--- src/sv/rgbfb_pkg.sv ---
// -----------------------------------------------------------------------------
// RGB framebuffer blit package
// Register indexes, depth mode codes and pixel packing helpers shared by the
// blit datapath and its channel interfaces.
// -----------------------------------------------------------------------------
`default_nettype none

package rgbfb_pkg;

   // Configuration register indexes.
   localparam logic [2:0] CSR_FRAME_BASE    = 3'd0;
   localparam logic [2:0] CSR_ROW_PITCH     = 3'd1;
   localparam logic [2:0] CSR_DEPTH_MODE    = 3'd2;
   localparam logic [2:0] CSR_BLIT_WIDTH    = 3'd3;
   localparam logic [2:0] CSR_BLIT_HEIGHT   = 3'd4;
   localparam logic [2:0] CSR_IMAGE_WIDTH   = 3'd5;
   localparam logic [2:0] CSR_DEST_LEFT     = 3'd6;
   localparam logic [2:0] CSR_DEST_TOP      = 3'd7;

   localparam int CsrIndexWidth = 3;
   localparam int CsrDataWidth  = 32;

   // Color depth codes.
   localparam logic [2:0] DEPTH_INDEX8   = 3'd0;
   localparam logic [2:0] DEPTH_RGB555   = 3'd1;
   localparam logic [2:0] DEPTH_RGB565   = 3'd2;
   localparam logic [2:0] DEPTH_RGB888   = 3'd3;
   localparam logic [2:0] DEPTH_XRGB8888 = 3'd4;

   // Field widths.
   localparam int PitchWidth   = 20;
   localparam int SizeWidth    = 16;
   localparam int CoordSumWidth = SizeWidth + 1;
   localparam int RowOffWidth  = PitchWidth + CoordSumWidth;
   localparam int ColOffWidth  = CoordSumWidth + 2;

   // Bytes written per pixel for a depth mode.
   function automatic logic [2:0] pixel_bytes(input logic [2:0] mode);
      logic [2:0] bytes;
      unique case (mode)
         DEPTH_INDEX8:  bytes = 3'd1;
         DEPTH_RGB555:  bytes = 3'd2;
         DEPTH_RGB565:  bytes = 3'd2;
         DEPTH_RGB888:  bytes = 3'd3;
         default:       bytes = 3'd4;
      endcase
      return bytes;
   endfunction

   // Pack one pixel into the low bytes of a little-endian write word.
   function automatic logic [31:0] pack_pixel(input logic [2:0] mode,
                                              input logic [7:0] blue,
                                              input logic [7:0] green,
                                              input logic [7:0] red);
      logic [31:0] word;
      unique case (mode)
         DEPTH_INDEX8: word = {24'd0, blue};
         DEPTH_RGB555: word = {17'd0, red[7:3], green[7:3], blue[7:3]};
         DEPTH_RGB565: word = {16'd0, red[7:3], green[7:2], blue[7:3]};
         default:      word = {8'd0, red, green, blue};
      endcase
      return word;
   endfunction

   // Byte offset of a pixel within its row.
   function automatic logic [ColOffWidth-1:0] column_offset(
      input logic [2:0]               mode,
      input logic [CoordSumWidth-1:0] column);
      logic [ColOffWidth-1:0] col_wide;
      logic [ColOffWidth-1:0] offset;
      col_wide = ColOffWidth'(column);
      unique case (mode)
         DEPTH_INDEX8: offset = col_wide;
         DEPTH_RGB555: offset = col_wide << 1;
         DEPTH_RGB565: offset = col_wide << 1;
         DEPTH_RGB888: offset = (col_wide << 1) + col_wide;
         default:      offset = col_wide << 2;
      endcase
      return offset;
   endfunction

endpackage

`default_nettype wire

--- src/sv/rgbfb_if.sv ---
// -----------------------------------------------------------------------------
// RGB framebuffer blit channel interfaces
// Pixel request channel, framebuffer write response channel and register
// write channel, each with a valid/ready handshake.
// -----------------------------------------------------------------------------
`default_nettype none

interface rgbfb_req_if;
   logic       valid;
   logic       ready;
   logic [7:0] blue_or_index;
   logic [7:0] green_byte;
   logic [7:0] red_byte;

   modport source (output valid, blue_or_index, green_byte, red_byte, input ready);
   modport sink   (input valid, blue_or_index, green_byte, red_byte, output ready);
endinterface

interface rgbfb_rsp_if;
   logic        valid;
   logic        ready;
   logic [31:0] write_address;
   logic [31:0] write_data;
   logic [2:0]  byte_count;
   logic        last_write;

   modport source (output valid, write_address, write_data, byte_count, last_write,
                   input ready);
   modport sink   (input valid, write_address, write_data, byte_count, last_write,
                   output ready);
endinterface

interface rgbfb_csr_if;
   logic                                valid;
   logic                                ready;
   logic [rgbfb_pkg::CsrIndexWidth-1:0] index;
   logic [rgbfb_pkg::CsrDataWidth-1:0]  data;

   modport source (output valid, index, data, input ready);
   modport sink   (input valid, index, data, output ready);
endinterface

`default_nettype wire

--- src/sv/rgb_image_framebuffer_blit.sv ---
// -----------------------------------------------------------------------------
// RGB image framebuffer blit
// Turns a row-ordered source pixel stream into packed framebuffer writes.
// -----------------------------------------------------------------------------
// Throughput: one pixel request per cycle while the response channel does not stall;
// padding pixels leave a bubble. An accepted request passes the decode/count stage,
// the row-pitch multiply stage and the address add into the output register.
// A stalled response holds the pipeline; empty stages still fill behind it.
// Reset clears the counters, all configuration registers (depth mode to 32-bit xRGB) and
// the pipeline valid bits.
`default_nettype none

module rgb_image_framebuffer_blit #(
   parameter int ADDR_WIDTH  = 32,
   parameter int COORD_WIDTH = 16
) (
   input  wire            clock,
   input  wire            reset,
   rgbfb_req_if.sink      req_bus,
   rgbfb_rsp_if.source    rsp_bus,
   rgbfb_csr_if.sink      csr_bus
);

   localparam int SumW = rgbfb_pkg::CoordSumWidth;

   // Configuration registers.
   logic [31:0]                          frame_base_ff;
   logic [rgbfb_pkg::PitchWidth-1:0]     row_pitch_ff;
   logic [2:0]                           depth_mode_ff;
   logic [rgbfb_pkg::SizeWidth-1:0]      blit_width_ff;
   logic [rgbfb_pkg::SizeWidth-1:0]      blit_height_ff;
   logic [rgbfb_pkg::SizeWidth-1:0]      image_width_ff;
   logic [rgbfb_pkg::SizeWidth-1:0]      dest_left_ff;
   logic [rgbfb_pkg::SizeWidth-1:0]      dest_top_ff;

   // Position counters.
   logic [COORD_WIDTH-1:0] column_ff, column_in;
   logic [COORD_WIDTH-1:0] row_ff, row_in;

   // Decode stage.
   logic                 s1_valid_ff;
   logic [SumW-1:0]      s1_top_row_ff;
   logic [SumW-1:0]      s1_left_col_ff;
   logic [7:0]           s1_blue_ff, s1_green_ff, s1_red_ff;
   logic                 s1_last_ff;

   // Multiply stage.
   logic                                s2_valid_ff;
   logic [rgbfb_pkg::RowOffWidth-1:0]   s2_row_off_ff;
   logic [rgbfb_pkg::ColOffWidth-1:0]   s2_col_off_ff;
   logic [31:0]                         s2_data_ff;
   logic [2:0]                          s2_count_ff;
   logic                                s2_last_ff;

   // Output register.
   logic        rsp_valid_ff;
   logic [31:0] rsp_address_ff, rsp_address_in;
   logic [31:0] rsp_data_ff;
   logic [2:0]  rsp_count_ff;
   logic        rsp_last_ff;

   logic                     req_accept;
   logic                     out_ready, s2_ready, s1_ready;
   logic [SumW-1:0]          col_ext, row_ext, col_plus, row_plus;
   logic [rgbfb_pkg::SizeWidth-1:0] row_len;
   logic                     row_end, image_end, write_hit, last_hit;
   logic [ADDR_WIDTH-1:0]    address_full;

   // Each stage moves when the next one is empty or moving.
   assign out_ready  = !rsp_valid_ff || rsp_bus.ready;
   assign s2_ready   = !s2_valid_ff || out_ready;
   assign s1_ready   = !s1_valid_ff || s2_ready;
   assign req_bus.ready = s1_ready;
   assign req_accept = req_bus.valid && s1_ready;

   assign csr_bus.ready = 1'b1;

   // Register writes.
   always_ff @(posedge clock) begin
      if (reset) begin
         frame_base_ff    <= '0;
         row_pitch_ff     <= '0;
         depth_mode_ff    <= rgbfb_pkg::DEPTH_XRGB8888;
         blit_width_ff    <= '0;
         blit_height_ff   <= '0;
         image_width_ff   <= '0;
         dest_left_ff     <= '0;
         dest_top_ff      <= '0;
      end else if (csr_bus.valid) begin
         unique case (csr_bus.index)
            rgbfb_pkg::CSR_FRAME_BASE:    frame_base_ff    <= csr_bus.data;
            rgbfb_pkg::CSR_ROW_PITCH:
               row_pitch_ff <= csr_bus.data[rgbfb_pkg::PitchWidth-1:0];
            rgbfb_pkg::CSR_DEPTH_MODE:    depth_mode_ff    <= csr_bus.data[2:0];
            rgbfb_pkg::CSR_BLIT_WIDTH:
               blit_width_ff  <= csr_bus.data[rgbfb_pkg::SizeWidth-1:0];
            rgbfb_pkg::CSR_BLIT_HEIGHT:
               blit_height_ff <= csr_bus.data[rgbfb_pkg::SizeWidth-1:0];
            rgbfb_pkg::CSR_IMAGE_WIDTH:
               image_width_ff <= csr_bus.data[rgbfb_pkg::SizeWidth-1:0];
            rgbfb_pkg::CSR_DEST_LEFT:
               dest_left_ff   <= csr_bus.data[rgbfb_pkg::SizeWidth-1:0];
            rgbfb_pkg::CSR_DEST_TOP:
               dest_top_ff    <= csr_bus.data[rgbfb_pkg::SizeWidth-1:0];
            default: ;
         endcase
      end
   end

   // Position decode and next counter values.
   always_comb begin
      col_ext   = SumW'(column_ff);
      row_ext   = SumW'(row_ff);
      col_plus  = col_ext + SumW'(1);
      row_plus  = row_ext + SumW'(1);
      row_len   = (image_width_ff < blit_width_ff) ? blit_width_ff : image_width_ff;
      row_end   = col_plus >= SumW'(row_len);
      image_end = row_plus >= SumW'(blit_height_ff);
      write_hit = (depth_mode_ff <= rgbfb_pkg::DEPTH_XRGB8888)
                  && (col_ext < SumW'(blit_width_ff))
                  && (row_ext < SumW'(blit_height_ff));
      last_hit  = (row_plus == SumW'(blit_height_ff))
                  && (col_plus == SumW'(blit_width_ff));
      column_in = column_ff;
      row_in    = row_ff;
      if (row_end) begin
         column_in = '0;
         row_in    = image_end ? '0 : row_plus[COORD_WIDTH-1:0];
      end else begin
         column_in = col_plus[COORD_WIDTH-1:0];
      end
   end

   always_ff @(posedge clock) begin
      if (reset) begin
         column_ff <= '0;
         row_ff    <= '0;
      end else if (req_accept) begin
         column_ff <= column_in;
         row_ff    <= row_in;
      end
   end

   // Decode stage: padding, out-of-range and invalid-depth pixels are dropped here.
   always_ff @(posedge clock) begin
      if (reset) begin
         s1_valid_ff <= 1'b0;
      end else if (s1_ready) begin
         s1_valid_ff <= req_accept && write_hit;
      end
   end

   always_ff @(posedge clock) begin
      if (s1_ready) begin
         s1_top_row_ff  <= SumW'(dest_top_ff) + row_ext;
         s1_left_col_ff <= SumW'(dest_left_ff) + col_ext;
         s1_blue_ff     <= req_bus.blue_or_index;
         s1_green_ff    <= req_bus.green_byte;
         s1_red_ff      <= req_bus.red_byte;
         s1_last_ff     <= last_hit;
      end
   end

   // Multiply stage: row pitch product, column offset and pixel packing.
   always_ff @(posedge clock) begin
      if (reset) begin
         s2_valid_ff <= 1'b0;
      end else if (s2_ready) begin
         s2_valid_ff <= s1_valid_ff;
      end
   end

   always_ff @(posedge clock) begin
      if (s2_ready) begin
         s2_row_off_ff <= rgbfb_pkg::RowOffWidth'(row_pitch_ff)
                          * rgbfb_pkg::RowOffWidth'(s1_top_row_ff);
         s2_col_off_ff <= rgbfb_pkg::column_offset(depth_mode_ff, s1_left_col_ff);
         s2_data_ff    <= rgbfb_pkg::pack_pixel(depth_mode_ff, s1_blue_ff,
                                                s1_green_ff, s1_red_ff);
         s2_count_ff   <= rgbfb_pkg::pixel_bytes(depth_mode_ff);
         s2_last_ff    <= s1_last_ff;
      end
   end

   // Address sum, wrapped to the address width and presented as 32 bits.
   assign address_full = ADDR_WIDTH'(frame_base_ff) + ADDR_WIDTH'(s2_row_off_ff)
                         + ADDR_WIDTH'(s2_col_off_ff);
   assign rsp_address_in = 32'(address_full);

   // Output register.
   always_ff @(posedge clock) begin
      if (reset) begin
         rsp_valid_ff <= 1'b0;
      end else if (out_ready) begin
         rsp_valid_ff <= s2_valid_ff;
      end
   end

   always_ff @(posedge clock) begin
      if (out_ready) begin
         rsp_address_ff <= rsp_address_in;
         rsp_data_ff    <= s2_data_ff;
         rsp_count_ff   <= s2_count_ff;
         rsp_last_ff    <= s2_last_ff;
      end
   end

   assign rsp_bus.valid         = rsp_valid_ff;
   assign rsp_bus.write_address = rsp_address_ff;
   assign rsp_bus.write_data    = rsp_data_ff;
   assign rsp_bus.byte_count    = rsp_count_ff;
   assign rsp_bus.last_write    = rsp_last_ff;

endmodule

`default_nettype wire

--- src/flat_wrapper.sv ---
// flat-port wrapper written by rule: the top's interface ports become plain ports
module rgb_image_framebuffer_blit_flat 
#(
   parameter int ADDR_WIDTH  = 32,
   parameter int COORD_WIDTH = 16
)
  (clock, reset, req_bus_valid, req_bus_blue_or_index, req_bus_green_byte, req_bus_red_byte, req_bus_ready, rsp_bus_valid, rsp_bus_write_address, rsp_bus_write_data, rsp_bus_byte_count, rsp_bus_last_write, rsp_bus_ready, csr_bus_valid, csr_bus_index, csr_bus_data, csr_bus_ready);
  rgbfb_req_if req_bus_i ();
  rgbfb_rsp_if rsp_bus_i ();
  rgbfb_csr_if csr_bus_i ();
  input  wire clock;
  input  wire reset;
  input wire logic [$bits(req_bus_i.valid)-1:0] req_bus_valid;
  input wire logic [$bits(req_bus_i.blue_or_index)-1:0] req_bus_blue_or_index;
  input wire logic [$bits(req_bus_i.green_byte)-1:0] req_bus_green_byte;
  input wire logic [$bits(req_bus_i.red_byte)-1:0] req_bus_red_byte;
  output wire logic [$bits(req_bus_i.ready)-1:0] req_bus_ready;
  output wire logic [$bits(rsp_bus_i.valid)-1:0] rsp_bus_valid;
  output wire logic [$bits(rsp_bus_i.write_address)-1:0] rsp_bus_write_address;
  output wire logic [$bits(rsp_bus_i.write_data)-1:0] rsp_bus_write_data;
  output wire logic [$bits(rsp_bus_i.byte_count)-1:0] rsp_bus_byte_count;
  output wire logic [$bits(rsp_bus_i.last_write)-1:0] rsp_bus_last_write;
  input wire logic [$bits(rsp_bus_i.ready)-1:0] rsp_bus_ready;
  input wire logic [$bits(csr_bus_i.valid)-1:0] csr_bus_valid;
  input wire logic [$bits(csr_bus_i.index)-1:0] csr_bus_index;
  input wire logic [$bits(csr_bus_i.data)-1:0] csr_bus_data;
  output wire logic [$bits(csr_bus_i.ready)-1:0] csr_bus_ready;
  assign req_bus_i.valid = req_bus_valid;
  assign req_bus_i.blue_or_index = req_bus_blue_or_index;
  assign req_bus_i.green_byte = req_bus_green_byte;
  assign req_bus_i.red_byte = req_bus_red_byte;
  assign req_bus_ready = req_bus_i.ready;
  assign rsp_bus_valid = rsp_bus_i.valid;
  assign rsp_bus_write_address = rsp_bus_i.write_address;
  assign rsp_bus_write_data = rsp_bus_i.write_data;
  assign rsp_bus_byte_count = rsp_bus_i.byte_count;
  assign rsp_bus_last_write = rsp_bus_i.last_write;
  assign rsp_bus_i.ready = rsp_bus_ready;
  assign csr_bus_i.valid = csr_bus_valid;
  assign csr_bus_i.index = csr_bus_index;
  assign csr_bus_i.data = csr_bus_data;
  assign csr_bus_ready = csr_bus_i.ready;
  rgb_image_framebuffer_blit #(.ADDR_WIDTH(ADDR_WIDTH), .COORD_WIDTH(COORD_WIDTH)) u_core (.clock(clock), .reset(reset), .req_bus(req_bus_i), .rsp_bus(rsp_bus_i), .csr_bus(csr_bus_i));
endmodule
--- config.mk ---
export PLATFORM = sky130hd
export DESIGN_NAME = rgb_image_framebuffer_blit_flat
export DESIGN_NICKNAME = d
export VERILOG_FILES = /design/src/sv/rgbfb_pkg.sv /design/src/sv/rgbfb_if.sv /design/src/sv/rgb_image_framebuffer_blit.sv /design/src/flat_wrapper.sv
export SDC_FILE = /design/constraint.sdc
export NUM_CORES = 2
export LEC_CHECK = 0
export ABC_AREA = 1
export BUFFER_PORTS_ARGS = -buffer_cell sky130_fd_sc_hd__buf_2
export CORE_UTILIZATION = 58
export CTS_CLUSTER_DIAMETER = 40
export CTS_CLUSTER_SIZE = 14
export DETAILED_ROUTE_END_ITERATION = 8
export HOLD_SLACK_MARGIN = 0.15
export PLACE_DENSITY = 0.77
export SLEW_MARGIN = 30
export SYNTH_ARGS = -nofsm -noshare
export SYNTH_HDL_FRONTEND = slang
export SYNTH_SLANG_ARGS = --single-unit
--- constraint.sdc ---
create_clock -name clock -period 5.5 [get_ports clock]
set_clock_uncertainty 0.2 [all_clocks]
set_input_delay 0.55 -clock clock [delete_from_list [all_inputs] [get_ports clock]]
set_output_delay 0.55 -clock clock [all_outputs]
set_load 0.1 [all_outputs]
==> out/metrics.cfg <==
[drt]
first_pass_iters=6
antenna_left=0
maxUsedRoutingLayer=met4
route.detailed.drc=0
met3_length_microns=6140
num_vias=25700
viasPerCell=5.45
wl_per_cell_microns=17.3
routed_wl_microns=81700
drtIter0Drc=1715
met1_length_microns=33700
dr_wl_met2_microns=38600

[grt]
grt_pass1_vias=25300
grt_max_degree=101
grt_pass1_wl_microns=129000
antenna_found_initial=1
track_usage=0.304
grt.overflow.total=0

[hold_path]
min_from=rsp_bus_ready
min_delay_path_depth=5
hp-class=in2reg
holdPathEnd=u_core.s2_valid_ff

[setup_path]
reg2reg_to=u_core.s2_row_off_ff[25]
worst_setup_path_end_kind=register
r2r_slack_ns=-0.18
crit_required_ns=5.65
ff2ff_path_depth=22
cp.arrival_ns=5.83
worstSetupPathType=reg2reg
startpoint_type=register
rr_startpoint=u_core.row_pitch_ff[7]
crit_fanout=12

[yosys]
synth_area_leader_cell=edfxtp_1
synth-edff-count=198
synth_cell_type_count=51
synth_top_area_share=0.193
async_flop_share=0
synth.avg_cell_area_sq_um=8.31
syn_area_sq_um=30700
syn_inst=3701
yosysSeqAreaShare=0.304
yosysMostFrequentCell=nand2_1
ys_top_cells_by_area=edfxtp_1 19%, fa_1 18%, dfxtp_1 11%
ys_ff_latch=368
synthTopCellsByCount=725 x nand2_1, 720 x inv_1, 338 x nor2_1, 284 x fa_1, 257 x ha_1
ys.flop_type=edfxtp_1
ys.warnings.count=0

[cts]
clock-root-buffer=clkbuf_16
clk_pin_slew_ns=0.06
clk_latency_ns=0.64
cts_tree=yes
cts_inserted_buffers=57
cts_htree_levels=2
cts_buffer_depth=3
clock_sinks=368

[place]
placed_cells=4542
place_ws_ns=-0.438
port_buffers=125
place.detailed.hpwl_microns=58900
gp_congestion=0.960

[power]
p_leak_nw=18.9
peakVddDrop_mv=0.235
power_density_nw_per_um2=225

[run_status]
status=complete, but fails checks
failed_checks=setup timing

[sta]
max_slew_margin=0.335
hold_violations=0
max_freq_ghz=0.176
setup_viol=14
rsz0062_at_grt=yes
fin_tns_setup_ns=-1.67
final_max_slew_viol_count=0
tightest_slew_ns=0.997
layout_worst_path_cycle_share=1.03
min_period_ns=5.68
fin_ws_ns=-0.180

[layout]
fillerInstances=3958
fin_cells=4711
multi_input_area_sq_um=18800
antennaDiodeCount=0
seq_area_sq_um=9370
num-nets-final=4579
syn_to_final_growth_pct=18.3
layout-drive-gt1-share=0.150

[die]
dieArea_sq_um=53900
io_pins=135
die_h_microns=232
rows=84
core-area_sq_um=52400
die_width_microns=232
initial_core_util=0.586

[flow_run]
cap_violations=0

[metrics by stage]
stage / instance area (sq um) / power, mW / hold WS, ns / utilization
finish: 36400 / 8.20 / 0.174 / 0.693
global route: 36400 / 8.48 / 0.169 / 0.693
CTS: 36000 / 8.18 / 0.157 / 0.687
detailed placement: 33000 / 4.45 / 0.205 / 0.629
global placement: 33000 / 4.43 / 0.201 / 0.629
floorplan: 30900 / 4.11 / 0.200 / -
[cell type report]
| type | count | share of cell area |
|---|---|---|
| Clock buffer | 64 | 0.0420 |
| Clock inverter | 44 | 0.0135 |
| Inverter | 724 | 0.0749 |
| Multi-Input combinational cell | 2474 | 0.518 |
| Sequential cell | 368 | 0.258 |
| Tap cell | 688 | 0.0237 |
| Timing Repair Buffer | 349 | 0.0709 |
[cell usage in the layout (no fill, tap or decap), types with 67 or more instances in the layout]
master      n
xor2_1     85
inv_1     686
buf_4     161
a21oi_1   211
buf_2     125
nor2_1    328
dfxtp_1   158
ha_1      236
fa_1      268
nand2_1   700
nand3_1    67
o21ai_0   213
edfxtp_1  198
[flip-flops by register name, indices dropped and copies added (netlist names), 17 cells and up]
register                      count
u_core.rsp_bus.write_data        24
u_core.s2_col_off_ff             19
u_core.rsp_bus.write_address     32
u_core.s2_row_off_ff             32
u_core.frame_base_ff             32
u_core.row_pitch_ff              20
u_core.s1_top_row_ff             17
u_core.s1_left_col_ff            17
u_core.s2_data_ff                24
[power breakdown]
group	switching (mW)	internal, mW	total [mW]
sequential	0.0877	3.04	3.13
combinational	0.977	0.387	1.36
clock	1.52	2.18	3.70
[critical path: stages (launching register included)]
cell     delay, ns
dfxtp_2       0.41
buf_4         0.19
nand2_1       0.05
inv_1         0.05
fa_1          0.53
inv_1         0.06
fa_1          0.57
fa_1          0.45
fa_1          0.51
inv_1         0.05
fa_1          0.47
inv_1         0.05
fa_2          0.53
inv_2         0.05
ha_4          0.31
buf_12        0.12
nand2_4       0.06
buf_4         0.14
nor3_4        0.22
buf_4         0.15
nand3_2       0.08
nand3_2       0.09
xor2_1        0.06
[cells by family (layout without fill, tap and decap cells)]
family,after synthesis,count (layout),synth area share
xor gates and xnor gates,119,119,0.0342
and+or+nand+nor,1254,1254,0.166
adders and majority gates,541,541,0.290
buffers and inverters,866,1181,0.107
AOI/OAI and AO/OA,546,546,0.0965
other,2,9,0.000244
DFF,368,368,0.304
muxes,5,5,0.00183
[worst max path at each step]
stage                                 start                  endpoint  slack (ns)  depth (start not counted)
detailed placement   u_core.row_pitch_ff[9]  u_core.s2_row_off_ff[26]       -0.44                         18
finish               u_core.row_pitch_ff[7]  u_core.s2_row_off_ff[25]       -0.18                         22
global placement     u_core.row_pitch_ff[9]  u_core.s2_row_off_ff[25]       -0.35                         19
global route        u_core.s1_top_row_ff[2]  u_core.s2_row_off_ff[31]       -0.34                         21
CTS                 u_core.s1_top_row_ff[5]  u_core.s2_row_off_ff[31]       -0.13                         23
floorplan           u_core.row_pitch_ff[17]  u_core.s2_row_off_ff[29]       0.001                         20
[per-layer routing]
layer,track usage,up-vias
li1,-,12200
met1,0.394,12200
met2,0.507,1005
met3,0.0486,221
met4,0.120,0
met5,0,-
[repair_timing]
action | 4_1_cts | 5_1_grt
buffers inserted | 11 | 8
endpoints found under the hold margin | 46 | 0
hold buffers | 42 | 0
setup endpoints to repair | 19 | 18
resized for setup | 116 | 87
pin swaps | 34 | 57
Note: power is estimated with default switching activity, not from simulation.
